--- src/design/fcc16_pkg.sv ---
// Package for the CRC-16/DNP frame checker: verdict codes, frame constants
// and the one-byte CRC update. No dependencies.
package fcc16_pkg;

    // Verdict codes
    typedef enum logic [2:0] {
        ST_OK    = 3'd0,
        ST_SYNC  = 3'd1,
        ST_COMPL = 3'd2,
        ST_CRC   = 3'd3,
        ST_ADDR  = 3'd4,
        ST_LONG  = 3'd5
    } status_t;

    // Frame constants
    localparam logic [7:0]  SYNC0     = 8'hAA;
    localparam logic [7:0]  SYNC1     = 8'hBB;
    localparam logic [7:0]  SYNC2     = 8'hCC;
    localparam logic [7:0]  BCAST_A   = 8'hF5;
    localparam logic [7:0]  BCAST_B   = 8'hF8;
    localparam logic [15:0] POLY_REFL = 16'hA6BC;
    localparam logic [15:0] ALL_ONES  = 16'hFFFF;
    localparam logic [8:0]  LEN_SAT   = 9'd511;

    // Frame byte offsets
    localparam logic [3:0] POS_SYNC0 = 4'd0;
    localparam logic [3:0] POS_SYNC1 = 4'd1;
    localparam logic [3:0] POS_SYNC2 = 4'd2;
    localparam logic [3:0] POS_LEN_H = 4'd3;
    localparam logic [3:0] POS_LEN_L = 4'd4;
    localparam logic [3:0] POS_CMP_H = 4'd5;
    localparam logic [3:0] POS_CMP_L = 4'd6;
    localparam logic [3:0] POS_DEST  = 4'd7;
    localparam logic [3:0] POS_SRC   = 4'd8;
    localparam logic [3:0] POS_CMD   = 4'd9;

    // Reflected CRC-16/DNP update over one byte
    function automatic logic [15:0] crc_feed(input logic [15:0] crc, input logic [7:0] b);
        logic [15:0] c;
        c = crc ^ {8'h00, b};
        for (int k = 0; k < 8; k++) begin
            if (c[0])
                c = (c >> 1) ^ POLY_REFL;
            else
                c = c >> 1;
        end
        return c;
    endfunction

endpackage

--- src/design/fcc16_if.sv ---
// Valid/ready channels of the frame checker: received bytes in, verdicts out.
// Depends on fcc16_pkg for the verdict code type.
interface fcc16_in_if;
    logic       valid;
    logic       ready;
    logic [7:0] rx_byte;
    logic       frame_start;

    modport source (output valid, output rx_byte, output frame_start, input ready);
    modport sink   (input valid, input rx_byte, input frame_start, output ready);
endinterface

interface fcc16_out_if;
    logic              valid;
    logic              ready;
    fcc16_pkg::status_t status;
    logic [8:0]        payload_length;
    logic [7:0]        dest_address;
    logic [7:0]        source_address;
    logic [7:0]        command_code;

    modport source (output valid, output status, output payload_length,
                    output dest_address, output source_address,
                    output command_code, input ready);
    modport sink   (input valid, input status, input payload_length,
                    input dest_address, input source_address,
                    input command_code, output ready);
endinterface

--- src/design/frame_check_crc16.sv ---
// Frame checker with CRC-16/DNP: byte-by-byte frame parsing and at most one verdict.
// Depends on fcc16_pkg and the channel interfaces in fcc16_if.sv.
//
// Usage:
//   frame_in carries one received byte per item; frame_start marks byte 0
//   and restarts checking at any point, even mid-frame. Without a frame
//   start after a verdict, bytes are taken and dropped.
//   verdict carries at most one item per frame: status, length field
//   (saturated at 511), destination, source and command bytes. It is given
//   at the first error (sync, length complement, too long, not addressed)
//   or after the second CRC byte (ok or bad CRC).
//   wr_en/wr_data load the station address; write it only while idle.
// Timing:
//   one byte is taken every cycle unless a verdict waits and is not taken;
//   a verdict appears in the output register in the cycle after the byte
//   that decides it. The path per byte: eight-step CRC update, length checks.
// Reset: the checker waits for a frame start, the station address is 0 and
//   the output register is empty.
// Stall: while a verdict waits, a new byte is still taken if the receiver
//   takes the waiting verdict in the same cycle; otherwise frame_in.ready
//   stays low.
module frame_check_crc16 #(
    parameter int unsigned MAX_FRAME = 512
) (
    input  logic              clk,
    input  logic              rst_n,
    fcc16_in_if.sink          frame_in,
    fcc16_out_if.source       verdict,
    input  logic              wr_en,
    input  logic [7:0]        wr_data
);

    localparam int unsigned POS_W = $clog2(MAX_FRAME);
    localparam logic [16:0] MAX_FRAME_W = 17'(MAX_FRAME);

    // Frame state
    logic [POS_W-1:0] pos_reg, pos_next;
    logic [15:0]      crc_reg, crc_next;
    logic [15:0]      len_reg, len_next;
    logic [7:0]       cmp_hi_reg, cmp_hi_next;
    logic [7:0]       dest_reg, dest_next;
    logic [7:0]       src_reg, src_next;
    logic [7:0]       cmd_reg, cmd_next;
    logic [7:0]       crc_hi_reg, crc_hi_next;
    logic             done_reg, done_next;
    logic [7:0]       own_addr_reg;

    // Output register
    logic               out_valid_reg;
    fcc16_pkg::status_t status_reg;
    logic [8:0]         plen_reg;
    logic [7:0]         odest_reg;
    logic [7:0]         osrc_reg;
    logic [7:0]         ocmd_reg;

    // Per-item working values
    logic               in_acc;
    logic               give;
    fcc16_pkg::status_t give_status;
    logic [POS_W-1:0]   p;
    logic [16:0]        p_w;
    logic [16:0]        len_w;
    logic [15:0]        cmp_word;
    logic [7:0]         b;
    logic               in_body;
    logic [15:0]        crc_upd;

    assign frame_in.ready = !out_valid_reg || verdict.ready;
    assign in_acc         = frame_in.valid && frame_in.ready;
    assign b              = frame_in.rx_byte;

    // Parse one byte: restart, advance the position, update CRC and fields, decide the verdict
    always_comb
    begin
        pos_next    = pos_reg;
        crc_next    = crc_reg;
        len_next    = len_reg;
        cmp_hi_next = cmp_hi_reg;
        dest_next   = dest_reg;
        src_next    = src_reg;
        cmd_next    = cmd_reg;
        crc_hi_next = crc_hi_reg;
        done_next   = done_reg;
        give        = 1'b0;
        give_status = fcc16_pkg::ST_OK;

        if (frame_in.frame_start)
        begin
            pos_next    = '0;
            crc_next    = '0;
            len_next    = '0;
            cmp_hi_next = '0;
            dest_next   = '0;
            src_next    = '0;
            cmd_next    = '0;
            crc_hi_next = '0;
            done_next   = 1'b0;
        end

        p        = pos_next;
        p_w      = 17'(p);
        len_w    = {1'b0, len_next};
        cmp_word = {cmp_hi_next, b};
        in_body  = (p_w < 17'(fcc16_pkg::POS_DEST)) || (p_w <= len_w + 17'd7);
        crc_upd  = fcc16_pkg::crc_feed(crc_next, b);

        if (!done_next)
        begin
            pos_next = p + POS_W'(1);
            priority if (p_w == 17'(fcc16_pkg::POS_SYNC0))
            begin
                give = (b != fcc16_pkg::SYNC0);
                give_status = fcc16_pkg::ST_SYNC;
            end
            else if (p_w == 17'(fcc16_pkg::POS_SYNC1))
            begin
                give = (b != fcc16_pkg::SYNC1);
                give_status = fcc16_pkg::ST_SYNC;
            end
            else if (p_w == 17'(fcc16_pkg::POS_SYNC2))
            begin
                give = (b != fcc16_pkg::SYNC2);
                give_status = fcc16_pkg::ST_SYNC;
            end
            else if (in_body)
            begin
                crc_next = crc_upd;
                if (p_w == 17'(fcc16_pkg::POS_LEN_H))
                    len_next = {b, 8'h00};
                else if (p_w == 17'(fcc16_pkg::POS_LEN_L))
                    len_next = {len_next[15:8], b};
                else if (p_w == 17'(fcc16_pkg::POS_CMP_H))
                    cmp_hi_next = b;
                else if (p_w == 17'(fcc16_pkg::POS_CMP_L))
                begin
                    if ((len_next + cmp_word) != fcc16_pkg::ALL_ONES)
                    begin
                        give = 1'b1;
                        give_status = fcc16_pkg::ST_COMPL;
                    end
                    else if ((len_w + 17'd10) > MAX_FRAME_W)
                    begin
                        give = 1'b1;
                        give_status = fcc16_pkg::ST_LONG;
                    end
                end
                else if (p_w == 17'(fcc16_pkg::POS_DEST))
                begin
                    dest_next = b;
                    if (b != fcc16_pkg::BCAST_A && b != fcc16_pkg::BCAST_B
                        && b != own_addr_reg)
                    begin
                        give = 1'b1;
                        give_status = fcc16_pkg::ST_ADDR;
                    end
                end
                else if (p_w == 17'(fcc16_pkg::POS_SRC))
                    src_next = b;
                else if (p_w == 17'(fcc16_pkg::POS_CMD))
                    cmd_next = b;
            end
            else if (p_w == len_w + 17'd8)
                crc_hi_next = b;
            else
            begin
                give = 1'b1;
                give_status = ({crc_hi_next, b} == ~crc_next) ?
                              fcc16_pkg::ST_OK : fcc16_pkg::ST_CRC;
            end
            if (give)
                done_next = 1'b1;
        end
    end

    // Hold frame state; advance on each accepted item
    always_ff @(posedge clk or negedge rst_n)
    begin
        if (!rst_n)
        begin
            pos_reg    <= '0;
            crc_reg    <= '0;
            len_reg    <= '0;
            cmp_hi_reg <= '0;
            dest_reg   <= '0;
            src_reg    <= '0;
            cmd_reg    <= '0;
            crc_hi_reg <= '0;
            done_reg   <= 1'b1;
        end
        else if (in_acc)
        begin
            pos_reg    <= pos_next;
            crc_reg    <= crc_next;
            len_reg    <= len_next;
            cmp_hi_reg <= cmp_hi_next;
            dest_reg   <= dest_next;
            src_reg    <= src_next;
            cmd_reg    <= cmd_next;
            crc_hi_reg <= crc_hi_next;
            done_reg   <= done_next;
        end
    end

    // Load the station address
    always_ff @(posedge clk or negedge rst_n)
    begin
        if (!rst_n)
            own_addr_reg <= '0;
        else if (wr_en)
            own_addr_reg <= wr_data;
    end

    // Output register: load a verdict, drop it once taken
    always_ff @(posedge clk or negedge rst_n)
    begin
        if (!rst_n)
            out_valid_reg <= 1'b0;
        else if (in_acc)
            out_valid_reg <= give;
        else if (verdict.ready)
            out_valid_reg <= 1'b0;
    end

    always_ff @(posedge clk)
    begin
        if (in_acc && give)
        begin
            status_reg <= give_status;
            plen_reg   <= (len_next > 16'(fcc16_pkg::LEN_SAT)) ?
                          fcc16_pkg::LEN_SAT : len_next[8:0];
            odest_reg  <= dest_next;
            osrc_reg   <= src_next;
            ocmd_reg   <= cmd_next;
        end
    end

    assign verdict.valid          = out_valid_reg;
    assign verdict.status         = status_reg;
    assign verdict.payload_length = plen_reg;
    assign verdict.dest_address   = odest_reg;
    assign verdict.source_address = osrc_reg;
    assign verdict.command_code   = ocmd_reg;

    // A new verdict only follows an accepted byte
    a_verdict_from_item: assert property (@(posedge clk) disable iff (!rst_n)
        $rose(out_valid_reg) |-> $past(in_acc))
        else $error("verdict appeared without an accepted byte");

    // Once a verdict is given the position is frozen until a frame start
    a_idle_frozen: assert property (@(posedge clk) disable iff (!rst_n)
        (done_reg && !(in_acc && frame_in.frame_start)) |=> $stable(pos_reg))
        else $error("position moved while idle");

    // A good frame always has a length that fits the frame limit
    a_ok_fits: assert property (@(posedge clk) disable iff (!rst_n)
        (out_valid_reg && status_reg == fcc16_pkg::ST_OK)
            |-> (32'(plen_reg) + 32'd10 <= 32'(MAX_FRAME)))
        else $error("good verdict with an oversized length");

endmodule
--- src/flat_wrapper.sv ---
// flat-port wrapper written by rule: the top's interface ports become plain ports
module frame_check_crc16_flat 
#(
    parameter int unsigned MAX_FRAME = 512
)
  (clk, rst_n, wr_en, wr_data, frame_in_valid, frame_in_rx_byte, frame_in_frame_start, frame_in_ready, verdict_valid, verdict_status, verdict_payload_length, verdict_dest_address, verdict_source_address, verdict_command_code, verdict_ready);
  fcc16_in_if frame_in_i ();
  fcc16_out_if verdict_i ();
  input  logic clk;
  input  logic rst_n;
  input  logic wr_en;
  input  logic [7:0] wr_data;
  input wire logic [$bits(frame_in_i.valid)-1:0] frame_in_valid;
  input wire logic [$bits(frame_in_i.rx_byte)-1:0] frame_in_rx_byte;
  input wire logic [$bits(frame_in_i.frame_start)-1:0] frame_in_frame_start;
  output wire logic [$bits(frame_in_i.ready)-1:0] frame_in_ready;
  output wire logic [$bits(verdict_i.valid)-1:0] verdict_valid;
  output wire logic [$bits(verdict_i.status)-1:0] verdict_status;
  output wire logic [$bits(verdict_i.payload_length)-1:0] verdict_payload_length;
  output wire logic [$bits(verdict_i.dest_address)-1:0] verdict_dest_address;
  output wire logic [$bits(verdict_i.source_address)-1:0] verdict_source_address;
  output wire logic [$bits(verdict_i.command_code)-1:0] verdict_command_code;
  input wire logic [$bits(verdict_i.ready)-1:0] verdict_ready;
  assign frame_in_i.valid = frame_in_valid;
  assign frame_in_i.rx_byte = frame_in_rx_byte;
  assign frame_in_i.frame_start = frame_in_frame_start;
  assign frame_in_ready = frame_in_i.ready;
  assign verdict_valid = verdict_i.valid;
  assign verdict_status = verdict_i.status;
  assign verdict_payload_length = verdict_i.payload_length;
  assign verdict_dest_address = verdict_i.dest_address;
  assign verdict_source_address = verdict_i.source_address;
  assign verdict_command_code = verdict_i.command_code;
  assign verdict_i.ready = verdict_ready;
  frame_check_crc16 #(.MAX_FRAME(MAX_FRAME)) u_core (.clk(clk), .rst_n(rst_n), .frame_in(frame_in_i), .verdict(verdict_i), .wr_en(wr_en), .wr_data(wr_data));
endmodule
--- config.mk ---
export PLATFORM = sky130hd
export DESIGN_NAME = frame_check_crc16_flat
export DESIGN_NICKNAME = d
export VERILOG_FILES = /design/src/design/fcc16_pkg.sv /design/src/design/fcc16_if.sv /design/src/design/frame_check_crc16.sv /design/src/flat_wrapper.sv
export SDC_FILE = /design/constraint.sdc
export NUM_CORES = 1
export LEC_CHECK = 0
export BUFFER_PORTS_ARGS = -buffer_cell sky130_fd_sc_hd__buf_4
export CORE_MARGIN = 2
export CORE_UTILIZATION = 42
export CTS_BUF_LIST = sky130_fd_sc_hd__clkbuf_2 sky130_fd_sc_hd__clkbuf_4 sky130_fd_sc_hd__clkbuf_8
export DETAILED_ROUTE_END_ITERATION = 6
export GPL_ROUTABILITY_DRIVEN = 0
export PLACE_DENSITY = 0.64
export SETUP_SLACK_MARGIN = 0.2
export SLEW_MARGIN = 20
export SYNTH_ARGS = -nofsm -noshare
export SYNTH_HDL_FRONTEND = slang
export SYNTH_SLANG_ARGS = --single-unit
--- constraint.sdc ---
create_clock -name clk -period 6.15 [get_ports clk]
set_clock_uncertainty 0.15 [all_clocks]
set_input_delay 0.615 -clock clk [delete_from_list [all_inputs] [get_ports clk]]
set_output_delay 0.615 -clock clk [all_outputs]
set_load 0.005 [all_outputs]
Word level (Yosys, flattened, before mapping)

Index checks and enable logic that the tools add are counted.

Add/subtract/negate cells: 5
Magnitude comparators: 4
Equality and inequality tests: 18
Muxes and demuxes: 110
Bitwise gates (word level): 10
Reduce and logical (&&, ||, !) cells: 10

Operators with widths:

| operator                | count |
|---|---|
| $mux W8                 | 53 |
| $mux W16                | 21 |
| $not A8 Y9              | 8 |
| $ne A8 B8 Y1 const B    | 5 |
| $eq A9 B3 Y1 const B    | 4 |
| $add A16 B4 Y17 const B | 2 |
| $mux W3                 | 10 |
| $mux W1                 | 23 |
| $eq A9 B2 Y1 const B    | 2 |
| $eq A9 B4 Y1 const B    | 2 |
| $mux W9                 | 2 |
| $add A16 B3 Y17 const B | 1 |
| $eq A9 B17 Y1           | 1 |
| $gt A17 B10 Y1 const B  | 1 |
| $le A9 B17 Y1           | 1 |
| $add A16 B16 Y16        | 1 |
| $eq A16 B16 Y1          | 1 |
| $gt A16 B9 Y1 const B   | 1 |
| $ne A16 B16 Y1 const B  | 1 |
| $not A16 Y16            | 1 |
| $xor A16 B8 Y16         | 1 |
| $add A9 B1 Y9 const B   | 1 |
| $eq A9 B1 Y1 const B    | 1 |
| $logic_not A9 Y1        | 1 |
| other kinds (8)         | 12 |

Bits in registers: 127
Output and inout port bits: 38
Logic and storage cells: 174

Longest topological paths before layout

Gate-level depths: netlist of run 1.

Depth in word-level cells: 23
Depth in mapped cells: 21
Mapped depth without buffers: 17

Least setup slack after synthesis of run 1

OpenSTA, ideal clock, no wires.

Path type: in2reg
From: input port frame_in_frame_start
To: register u_core.ocmd_reg[0] (netlist: u_core.verdict.command_code[0]) (enable)
Setup time: 0.441 ns
Arrival: 5.824 ns
Data required time: 5.559 ns
Setup slack: -0.265 ns
Stages on the path: 18
Cells stage by stage: buf_6 -> buf_2 -> clkbuf_1 -> clkbuf_1 -> buf_1 -> clkbuf_1 -> nor2b_1 -> ha_1 -> clkbuf_1 -> a21o_1 -> nor3_1 -> a211oi_1 -> nor4b_1 -> a311oi_1 -> nand4bb_1 -> o2111a_1 -> nor3_1 -> a21oi_1

Longest elaborated chain between the ends: 16
Elaborated cells between the ends (all ways): 37
Those cells by class: add/sub (4); order compare (3); eq/ne (9); mux (18); reduce/logical (3)

Ends and longest elaborated chain:

| what                    | RTL line                 | RTL |
|---|---|---|
| start, declared         | flat_wrapper.sv:15       | `input wire logic [$bits(frame_in_i.frame_start)-1:0] frame_in_frame_start;` |
| $mux W16                | frame_check_crc16.sv:87  | `if (frame_in.frame_start)` |
| $add A16 B4 Y17         | frame_check_crc16.sv:141 | `else if ((len_w + 17'd10) > MAX_FRAME_W)` |
| $gt A17 B10 Y1          | frame_check_crc16.sv:141 |  |
| $mux W1                 | frame_check_crc16.sv:141 |  |
| $mux W1                 | frame_check_crc16.sv:136 | `if ((len_next + cmp_word) != fcc16_pkg::ALL_ONES)` |
| $mux W1                 | frame_check_crc16.sv:134 | `else if (p_w == 17'(fcc16_pkg::POS_CMP_L))` |
| $mux W1                 | frame_check_crc16.sv:132 | `else if (p_w == 17'(fcc16_pkg::POS_CMP_H))` |
| $mux W1                 | frame_check_crc16.sv:130 | `else if (p_w == 17'(fcc16_pkg::POS_LEN_L))` |
| $mux W1                 | frame_check_crc16.sv:128 | `if (p_w == 17'(fcc16_pkg::POS_LEN_H))` |
| $mux W1                 | frame_check_crc16.sv:125 | `else if (in_body)` |
| $mux W1                 | frame_check_crc16.sv:120 | `else if (p_w == 17'(fcc16_pkg::POS_SYNC2))` |
| $mux W1                 | frame_check_crc16.sv:115 | `else if (p_w == 17'(fcc16_pkg::POS_SYNC1))` |
| $mux W1                 | frame_check_crc16.sv:110 | `priority if (p_w == 17'(fcc16_pkg::POS_SYNC0))` |
| $mux W1                 | frame_check_crc16.sv:107 | `if (!done_next)` |
| $mux W1 (*)             | frame_check_crc16.sv:107 |  |
| $logic_and A1 B1 Y1 (*) | frame_check_crc16.sv:226 | `if (in_acc && give)` |
| end signal, assigned    | frame_check_crc16.sv:233 | `ocmd_reg <= cmd_next;` |
| end, declared           | frame_check_crc16.sv:54  | `logic [7:0] ocmd_reg;` |

Every way passes the cells marked *; elsewhere a longest branch is shown, timed or not. The select of a mux whose other input is x is not followed.
A chain may end at the register's enable or synchronous reset.

Final worst setup path of run 1

From: register u_core.len_reg[1]
To: register u_core.cmd_reg[1]

Longest elaborated chain between the ends: 9

Ends and longest elaborated chain:

| what                   | RTL line                 | RTL |
|---|---|---|
| start, declared        | frame_check_crc16.sv:39  | `logic [15:0] len_reg, len_next;` |
| start signal, assigned | frame_check_crc16.sv:194 | `len_reg <= len_next;` |
| $mux W16               | frame_check_crc16.sv:87  |  |
| $add A16 B3 Y17        | frame_check_crc16.sv:104 | `in_body = (p_w < 17'(fcc16_pkg::POS_DEST)) \|\| (p_w <= len_w + 17'd7);` |
| $le A9 B17 Y1          | frame_check_crc16.sv:104 |  |
| $logic_or A1 B1 Y1     | frame_check_crc16.sv:104 |  |
| $mux W8                | frame_check_crc16.sv:125 |  |
| $mux W8                | frame_check_crc16.sv:120 |  |
| $mux W8                | frame_check_crc16.sv:115 |  |
| $mux W8                | frame_check_crc16.sv:110 |  |
| $mux W8                | frame_check_crc16.sv:107 |  |
| end signal, assigned   | frame_check_crc16.sv:198 | `cmd_reg <= cmd_next;` |
| end, declared          | frame_check_crc16.sv:43  | `logic [7:0] cmd_reg, cmd_next;` |

No other way between the ends.

==> flow_metrics.py, run 1 <==
metrics = {
    "floorplanning": {
        "die_h_um": 151,
        "die_x_um": 151,
        "die-area_sq_um": 22800,
        "io_pins": 60,
        "initial_core_util": 0.430,
        "row_count": 53,
        "core_region_area_sq_um": 21100,
    },
    "logic_synthesis": {
        "synthArstFlopShare": 0.717,
        "ys_seq_area_frac": 0.370,
        "ys_ff_latch": 127,
        "yosysTopAreaCellShare": 0.248,
        "syn_area_per_cell_sq_um": 9.05,
        "synth_fp_nets": 1056,
        "yosys_warnings": 0,
        "ys_dominant_reg_cell": "dfrtp_1",
        "post_synth_num_cell_types": 82,
        "synth_edf_count": 36,
        "synth_area_sq_um": 9070,
        "synthCells": 1003,
        "synth_area_leader_cell": "dfrtp_1",
        "synthTopCellsByArea": "dfrtp_1, edfxtp_1, xnor2_1",
    },
    "final_layout": {
        "layout.cells.non_filler": 1313,
        "multi_input_area_sq_um": 5340,
        "layout_commonest_cell": "nand2_1",
        "fillers": 2021,
        "n_antenna_cell": 0,
        "nNetsFinal": 1078,
        "syn_to_final_growth_pct": 11.7,
        "final_cell_mix": "nand2_1, dfrtp_1, xnor2_1, buf_4, o21ai_0",
        "drive_gt1_frac": 0.129,
        "seqCellArea_sq_um": 3360,
    },
    "critical_path": {
        "path_max_fanout": 18,
        "endpoint_kind": "register",
        "path_class": "register to register",
        "arrival_ps": 5570,
        "start_kind": "register",
        "cp.required_ps": 6390,
    },
    "clocking": {
        "cts_made_buffers": 17,
        "htree_num_levels": 4,
        "cts-resized-gates": 0,
        "cts_sinks": 127,
        "root_buffer": "clkbuf_8",
        "clk_pin_slew_ps": 90,
        "clk_latency_ps": 460,
        "cts_tree": "yes",
        "cts_max_path_buffers": 2,
        "post-cts-setup-buffer-count": 0,
    },
    "routing": {
        "drtPass1Iterations": 6,
        "drt_iter0_markers": 746,
        "vias_per_cell": 6.20,
        "postRouteWirelength_mm": 27.5,
        "wl_per_cell_um": 20.9,
        "remaining_drc_errors": 0,
        "dr_total_vias": 8138,
        "ant_nets": 0,
    },
    "timing": {
        "slew-limit-headroom": 0.316,
        "rsz0062_at_grt": "false",
        "worst_pin_slew_ps": 1030,
        "fmax_mhz": 188,
        "min_period_ps": 5330,
        "fin_setup_tns_ps": 0,
        "fin_crit_sh": 0.866,
        "slew_viol_final": 0,
        "report.final.hold_viol_count": 0,
        "final-setup-viol-count": 0,
    },
    "global_route": {
        "grt_pass1_vias": 7676,
        "grt_pass1_wl_mm": 43.5,
        "grt_overflow": 0,
        "antenna_found_initial": 0,
        "grt_usage": 0.249,
        "grt_max_degree": 55,
    },
    "pwr": {
        "p_leak_nw": 4.10,
        "power.density_nw_per_um2": 302,
        "peakVddDrop_v": 0.000239,
    },
    "place": {
        "place.port_buffers": 59,
        "dp_cells": 1280,
        "hpwl_mm": 19.4,
    },
    "worst_hold_path": {
        "hp-class": "input port to register",
    },
    "run": {
        "drv_cap": 0,
    },
    "outcome": {
        "status": "finished clean",
    },
}
## worst max-delay path: stages, from the launching register on
cell	delay, ps
dfrtp_1	330
buf_4	220
nor2b_1	440
inv_1	90
ha_1	190
a211oi_1	550
nor2_1	150
xnor2_1	160
ha_1	290
o21ai_0	80
a21oi_1	60
o21ai_0	140
nand2_1	100
a221o_1	470
a211oi_1	510
nand3_1	560
nor2_1	540
a22o_1	220
## per-layer routing
| layer | track usage | share of wire | vias to the layer above |
|---|---|---|---|
| li1 | - | - | 3731 |
| met1 | 0.353 | 0.44 | 3949 |
| met2 | 0.365 | 0.44 | 407 |
| met3 | 0.0657 | 0.088 | 51 |
| met4 | 0.0944 | 0.028 | 0 |
| met5 | 0 | 0 | - |
## metrics by stage
stage / worst slack, ps / power (mW) / utilization / area, sq um / hold WS, ps
2_1_floorplan: 537 / 1.92 / - / 9080 / 169
3_3_place_gp: 919 / 2.27 / 0.460 / 9710 / 311
3_5_place_dp: 673 / 2.27 / 0.460 / 9710 / 312
4_1_cts: 1000 / 3.06 / 0.481 / 10100 / 222
5_1_grt: 515 / 3.23 / 0.481 / 10100 / 212
6_report: 823 / 3.07 / 0.481 / 10100 / 235
## cell usage after synthesis, drive strengths merged (13+ instances only)
master / n
nand2: 101
dfrtp: 90
xnor2: 85
o21ai: 71
clkbuf: 54
nor2: 52
a22o: 46
nand3: 45
nor2b: 37
edfxtp: 36
ha: 31
a21oi: 29
nor3: 29
inv: 26
xor2: 26
nand4: 21
buf: 17
nor4: 15
nand2b: 13
## cell families (layout without fill, tap and decap cells)
logic type	Yosys count	count (layout)	synth area share
flip-flops	127	127	0.370
adder cells (fa/ha/maj)	32	32	0.0438
AND/OR/NAND/NOR	363	363	0.211
AO/OA/AOI/OAI	254	254	0.202
XOR/XNOR	112	112	0.110
buffers and inverters	98	133	0.0429
multiplexers	17	17	0.0201
## final timing paths
check	from	endpoint	slack, ps	cells after the start
min	wr_data[3]	u_core.own_addr_reg[3]$_DFFE_PN0P_	240	2
max	u_core.len_reg[1]$_DFFE_PN0P_	u_core.cmd_reg[1]$_DFFE_PN0P_	820	17
max in group asynchronous	rst_n	u_core.len_reg[15]$_DFFE_PN0P_	4210	3
min reg2reg	u_core.cmp_hi_reg[6]$_DFFE_PN0P_	u_core.cmp_hi_reg[6]$_DFFE_PN0P_	330	2
max reg2reg	u_core.len_reg[1]$_DFFE_PN0P_	u_core.cmd_reg[1]$_DFFE_PN0P_	820	17
min in group asynchronous	rst_n	u_core.len_reg[2]$_DFFE_PN0P_	490	2
## power breakdown
group          leakage [nW]  switching (mW)  internal (mW)
Clock                 0.204           0.375          0.411
Combinational          2.32           0.647          0.509
Sequential             1.58           0.120           1.00
## cell type report
class / instances / share of cell area
Multi-Input combinational cell: 778 / 0.527
Sequential cell: 127 / 0.331
Timing Repair Buffer: 74 / 0.0563
Tap cell: 275 / 0.0339
Clock buffer: 18 / 0.0238
Clock inverter: 14 / 0.0176
Inverter: 27 / 0.0100
## repair_timing
| action | 4_1_cts | 5_1_grt |
|---|---|---|
| hold buffers | 1 | 0 |
| setup endpoints to repair | 0 | 0 |
| endpoints found under the hold margin | 37 | 0 |
Power figures use the tool's default switching activity.
==> run 2: changes to the inputs <==
--- a/config.mk
+++ b/config.mk
@@ -11,7 +11,7 @@
 export CTS_BUF_LIST = sky130_fd_sc_hd__clkbuf_2 sky130_fd_sc_hd__clkbuf_4 sky130_fd_sc_hd__clkbuf_8
 export DETAILED_ROUTE_END_ITERATION = 6
 export GPL_ROUTABILITY_DRIVEN = 0
-export PLACE_DENSITY = 0.64
+export PLACE_DENSITY_LB_ADDON = 0.1
 export SETUP_SLACK_MARGIN = 0.2
 export SLEW_MARGIN = 20
 export SYNTH_ARGS = -nofsm -noshare
==> flow_metrics.py, run 2 (same netlist as run 1, synthesis figures left out) <==
metrics = {
    "timing": {
        "holdWs_ps": 226,
        "fin_setup_tns_ps": 0,
        "fin_crit_sh": 0.834,
        "fmax_mhz": 195,
        "final.setup.worst_slack_ps": 1020,
        "slew-limit-headroom": 0.360,
        "final-setup-viol-count": 0,
        "rsz0062_at_grt": "false",
        "report.final.hold_viol_count": 0,
        "worst_pin_slew_ps": 936,
        "slew_viol_final": 0,
        "min_period_ps": 5130,
    },
    "routing": {
        "dr_total_vias": 7975,
        "remaining_drc_errors": 0,
        "ant_nets": 0,
        "drtPass1Iterations": 5,
        "wl_per_cell_um": 21.7,
        "vias_per_cell": 6.07,
        "postRouteWirelength_mm": 28.5,
        "drt_iter0_markers": 497,
    },
    "global_route": {
        "grt_max_degree": 64,
        "use_met1": 0.354,
        "busiest_layer": "met2",
        "grt_pass1_wl_mm": 44.4,
        "antenna_found_initial": 0,
        "grt_usage": 0.258,
        "met3_usage": 0.0497,
        "grt_util_met2": 0.411,
        "grt_overflow": 0,
        "grt_pass1_vias": 7621,
    },
    "place": {
        "hpwl_mm": 20.1,
        "place.port_buffers": 59,
        "pre_cts_ws_ps": 743,
    },
    "floorplanning": {
        "die-area_sq_um": 22800,
        "die_h_um": 151,
        "die_x_um": 151,
        "core_region_area_sq_um": 21100,
        "initial_core_util": 0.430,
        "io_pins": 60,
        "row_count": 53,
    },
    "critical_path": {
        "max_stage_delay_ps": 570,
        "cp_cell_sequence": "buf_4 -> nor2b_1 -> inv_1 -> ha_1 -> a211oi_1 -> nor2_1 -> xnor2_1 -> ha_1 -> o21ai_0 -> a21oi_1 -> o21ai_0 -> nand2_1 -> a221o_1 -> a211oi_1 -> nand3_1 -> nor2_1 -> a22o_1",
        "endpoint_kind": "register",
        "r2r_end": "u_core.cmd_reg[0]$_DFFE_PN0P_",
        "cp.required_ps": 6400,
        "critPathBufInv": 2,
        "arrival_ps": 5380,
        "start_kind": "register",
        "crit_start": "u_core.len_reg[2]$_DFFE_PN0P_",
        "path_depth": 17,
        "path_class": "register to register",
        "crit_end": "u_core.cmd_reg[0]$_DFFE_PN0P_",
        "worst_path_max_delay_cell": "a211oi_1",
        "critPathTopFamily": "compound AO/OA/AOI/OAI gates",
        "reg2reg_depth": 17,
        "r2r-start": "u_core.len_reg[2]$_DFFE_PN0P_",
        "worst-r2r-setup-slack_ps": 1020,
        "path_max_fanout": 18,
    },
    "pwr": {
        "switchingPower_mw": 1.11,
        "clkPwrFrac": 0.239,
        "comb_power_share": 0.381,
        "p_sw_frac": 0.376,
        "p_int_mw": 1.84,
        "power.density_nw_per_um2": 293,
        "p_leak_nw": 4.08,
        "power_frac_seq": 0.380,
        "peakVddDrop_v": 0.000209,
    },
    "final_layout": {
        "drive_gt1_frac": 0.129,
        "syn_to_final_growth_pct": 11.1,
        "utilization": 0.478,
        "fillers": 2035,
        "nNetsFinal": 1078,
        "final_cell_mix": "nand2_1, dfrtp_1, xnor2_1, buf_4, o21ai_0",
        "n_antenna_cell": 0,
        "layout_commonest_cell": "nand2_1",
    },
    "clocking": {
        "clk_pin_slew_ps": 90,
        "post-cts-setup-buffer-count": 0,
        "cts_max_path_buffers": 2,
        "htree_num_levels": 4,
        "cts-resized-gates": 0,
        "cts_tree": "yes",
        "cts_made_buffers": 17,
        "root_buffer": "clkbuf_8",
        "cts_sinks": 127,
        "holdBufCountCts": 1,
        "clk_latency_ps": 460,
    },
    "run": {
        "drv_cap": 0,
    },
    "outcome": {
        "status": "finished clean",
    },
    "worst_hold_path": {
        "hold_depth": 2,
        "hp-class": "input port to register",
    },
}
[run 2: changes by cell type in the layout (fill, tap and decap cells not counted), sizes merged]
cell,delta
clkinv,+5
inv,-3
bufinv,-2
clkbuf,+2
clkinvlp,-2
[run 2: through the flow]
step	cells	total power [mW]	instance area (sq um)
6_report	1313	2.95	10100
5_1_grt	1313	3.13	10100
4_1_cts	1313	2.97	10100
3_5_place_dp	1280	2.26	9700
3_3_place_gp	1280	2.25	9700
2_1_floorplan	1003	1.92	9080
[run 2: per-layer routing]
layer | wire length (um) | share of wire
met3 | 1690 | 0.059
met5 | 0 | 0
met2 | 13300 | 0.47
met4 | 622 | 0.022
met1 | 12900 | 0.45
[run 2: worst min path at each step]
stage | slack (ps) | startpoint | end
after floorplan | 170 | rst_n | u_core.cmd_reg[0]$_DFFE_PN0P_
after global placement | 310 | u_core.crc_reg[5]$_DFFE_PN0P_ | u_core.crc_reg[5]$_DFFE_PN0P_
after detailed placement | 320 | u_core.crc_reg[5]$_DFFE_PN0P_ | u_core.crc_reg[5]$_DFFE_PN0P_
after CTS | 200 | wr_data[2] | u_core.own_addr_reg[2]$_DFFE_PN0P_
after global routing | 220 | wr_data[4] | u_core.own_addr_reg[4]$_DFFE_PN0P_
final | 230 | wr_data[2] | u_core.own_addr_reg[2]$_DFFE_PN0P_
[run 2: area by class of cell]
class	instances	area, sq um	area share
clock buffer	20	256	0.0255
tap	275	344	0.0341
multi-input combinational	778	5340	0.530
sequential	127	3360	0.333
inverter	27	101	0.0101
clock inverter	12	116	0.0115
timing repair buffer	74	558	0.0554
[run 2: power by group through the flow]
stage / sequential [mW] / clock (mW) / combinational, mW
2_1_floorplan: 1.08 / 0 / 0.843
3_3_place_gp: 1.14 / 0 / 1.12
3_5_place_dp: 1.14 / 0 / 1.12
4_1_cts: 1.12 / 0.721 / 1.13
5_1_grt: 1.14 / 0.759 / 1.23
6_report: 1.12 / 0.706 / 1.13
==> run 3: changes to the inputs <==
==> constraint.sdc (replaced) <==
create_clock -name clk -period 4.7 [get_ports clk]
set_clock_uncertainty 0.15 [all_clocks]
set_input_delay 0.47 -clock clk [delete_from_list [all_inputs] [get_ports clk]]
set_output_delay 0.47 -clock clk [all_outputs]
set_load 0.005 [all_outputs]
==> flow_metrics.py, run 3 (same netlist as run 1, synthesis figures left out) <==
metrics = {
    "routing": {
        "dr_total_vias": 8217,
        "remaining_drc_errors": 0,
        "ant_nets": 0,
        "wl_per_cell_um": 22.5,
        "drt_iter0_markers": 698,
        "vias_per_cell": 6.08,
        "postRouteWirelength_mm": 30.4,
        "drtPass1Iterations": 5,
    },
    "final_layout": {
        "layout_commonest_cell": "buf_4",
        "nNetsFinal": 1116,
        "syn_to_final_growth_pct": 15.5,
        "final_cell_mix": "buf_4, nand2_1, dfrtp_1, xnor2_1, o21ai_0",
        "drive_gt1_frac": 0.172,
        "n_antenna_cell": 0,
    },
    "global_route": {
        "grt_usage": 0.274,
        "grt_pass1_vias": 7674,
        "antenna_found_initial": 0,
        "grt_overflow": 0,
        "grt_pass1_wl_mm": 46.6,
        "grt_max_degree": 59,
    },
    "clocking": {
        "cts_tree": "yes",
        "htree_num_levels": 4,
        "cts_max_path_buffers": 2,
        "root_buffer": "clkbuf_8",
        "clk_pin_slew_ps": 80,
        "cts_made_buffers": 17,
        "cts_sinks": 127,
        "clk_latency_ps": 460,
    },
    "timing": {
        "worst_pin_slew_ps": 1020,
        "rsz0062_at_grt": "false",
        "fin_crit_sh": 0.911,
        "min_period_ps": 4280,
        "fin_setup_tns_ps": 0,
        "fmax_mhz": 234,
        "slew_viol_final": 0,
        "report.final.hold_viol_count": 0,
        "final-setup-viol-count": 0,
        "slew-limit-headroom": 0.313,
    },
    "critical_path": {
        "cp_cell_sequence": "nor2b_2 -> inv_1 -> ha_2 -> a211oi_4 -> nand2b_1 -> xnor2_1 -> nand2_1 -> ha_1 -> nand3_1 -> nor3_1 -> a21oi_1 -> nand4_1 -> nor4_4 -> buf_4 -> nand2_4 -> or4_1 -> a21o_1 -> a22o_1",
        "path_class": "register to register",
        "r2r_end": "u_core.crc_hi_reg[7]$_DFFE_PN0P_",
        "path_max_fanout": 9,
        "reg2reg_depth": 18,
        "critPathBufInv": 2,
        "start_kind": "register",
        "cp.required_ps": 4890,
        "endpoint_kind": "register",
        "arrival_ps": 4470,
        "critPathTopFamily": "simple AND/OR/NAND/NOR gates",
        "r2r-start": "u_core.len_reg[1]$_DFFE_PN0P_",
        "worst-r2r-setup-slack_ps": 420,
        "worst_path_max_delay_cell": "or4_1",
        "max_stage_delay_ps": 540,
    },
    "pwr": {
        "power.density_nw_per_um2": 385,
        "finalPower_mw": 4.03,
        "p_leak_nw": 4.29,
        "peakVddDrop_v": 0.000194,
    },
    "floorplanning": {
        "core_region_area_sq_um": 21100,
        "row_count": 53,
        "die-area_sq_um": 22800,
        "die_x_um": 151,
        "io_pins": 60,
        "initial_core_util": 0.430,
        "die_h_um": 151,
    },
    "worst_hold_path": {
        "hp-class": "input port to register",
        "worstHoldStart": "wr_data[6]",
        "hold_depth": 2,
        "min_to": "u_core.own_addr_reg[6]$_DFFE_PN0P_",
    },
    "place": {
        "place.port_buffers": 59,
        "hpwl_mm": 21.7,
    },
    "outcome": {
        "status": "finished clean",
    },
    "run": {
        "drv_cap": 0,
    },
}
==> run 3: cell types whose count changed in the layout (fill, tap and decap cells not counted), moves of 2 or more <==
| cell | delta |
|---|---|
| a211oi_1 | -2 |
| a21oi_1 | -2 |
| a21oi_2 | +2 |
| buf_4 | +37 |
| bufinv_16 | +2 |
| clkbuf_4 | -2 |
| clkinv_1 | +2 |
| clkinv_2 | -2 |
| clkinv_4 | -2 |
| clkinvlp_4 | +3 |
| ha_1 | -2 |
| ha_2 | +2 |
| nor2b_1 | -2 |
| nor2b_2 | +2 |
==> run 3: report_power, final <==
group          switching, mW  leakage [nW]  internal [mW]
clock network          0.487         0.194          0.528
registers              0.160          1.58           1.31
logic                  0.850          2.52          0.694
total                   1.50          4.29           2.53
==> run 3: layer usage <==
layer	global-route usage	wire length (um)
met1	0.402	14300
met2	0.402	12900
met3	0.0563	2270
met4	0.0907	920
met5	0	0
==> run 3: how the worst max path moves through the flow <==
| stage | startpoint | endpoint | slack [ps] | depth (start not counted) |
|---|---|---|---|---|
| 4_1_cts | u_core.len_reg[2]$_DFFE_PN0P_ | u_core.crc_reg[3]$_DFFE_PN0P_ | 250 | 17 |
| 3_3_place_gp | frame_in_frame_start | u_core.crc_reg[3]$_DFFE_PN0P_ | 320 | 18 |
| 5_1_grt | u_core.len_reg[2]$_DFFE_PN0P_ | u_core.crc_hi_reg[7]$_DFFE_PN0P_ | 170 | 18 |
| 3_5_place_dp | frame_in_frame_start | u_core.crc_reg[3]$_DFFE_PN0P_ | 200 | 18 |
| 2_1_floorplan | frame_in_frame_start | u_core.verdict.command_code[0]$_DFFE_PP_ | 200 | 20 |
| 6_report | u_core.len_reg[1]$_DFFE_PN0P_ | u_core.crc_hi_reg[7]$_DFFE_PN0P_ | 420 | 18 |
==> run 3: area by class of cell <==
type | instances | area (sq um)
Clock buffer | 18 | 241
Clock inverter | 14 | 168
Fill cell | 2029 | 10600
Inverter | 27 | 101
Multi-Input combinational cell | 778 | 5410
Sequential cell | 127 | 3360
Tap cell | 275 | 344
Timing Repair Buffer | 112 | 856
==> run 3: repair_timing <==
action	CTS	global route
setup endpoints to repair	0	65
resized for setup	0	4
endpoints found under the hold margin	56	0
setup buffers	0	1
hold buffers	1	0
==> run 3: stage by stage <==
step	instance area, sq um	hold slack, ps	utilization	worst slack (ps)	instances
2_1_floorplan	9160	24.4	-	197	1003
3_5_place_dp	10000	317	0.476	197	1317
5_1_grt	10500	72.6	0.497	171	1351
4_1_cts	10500	70.5	0.496	247	1350
6_report	10500	90.4	0.497	419	1351
3_3_place_gp	10000	314	0.476	318	1317
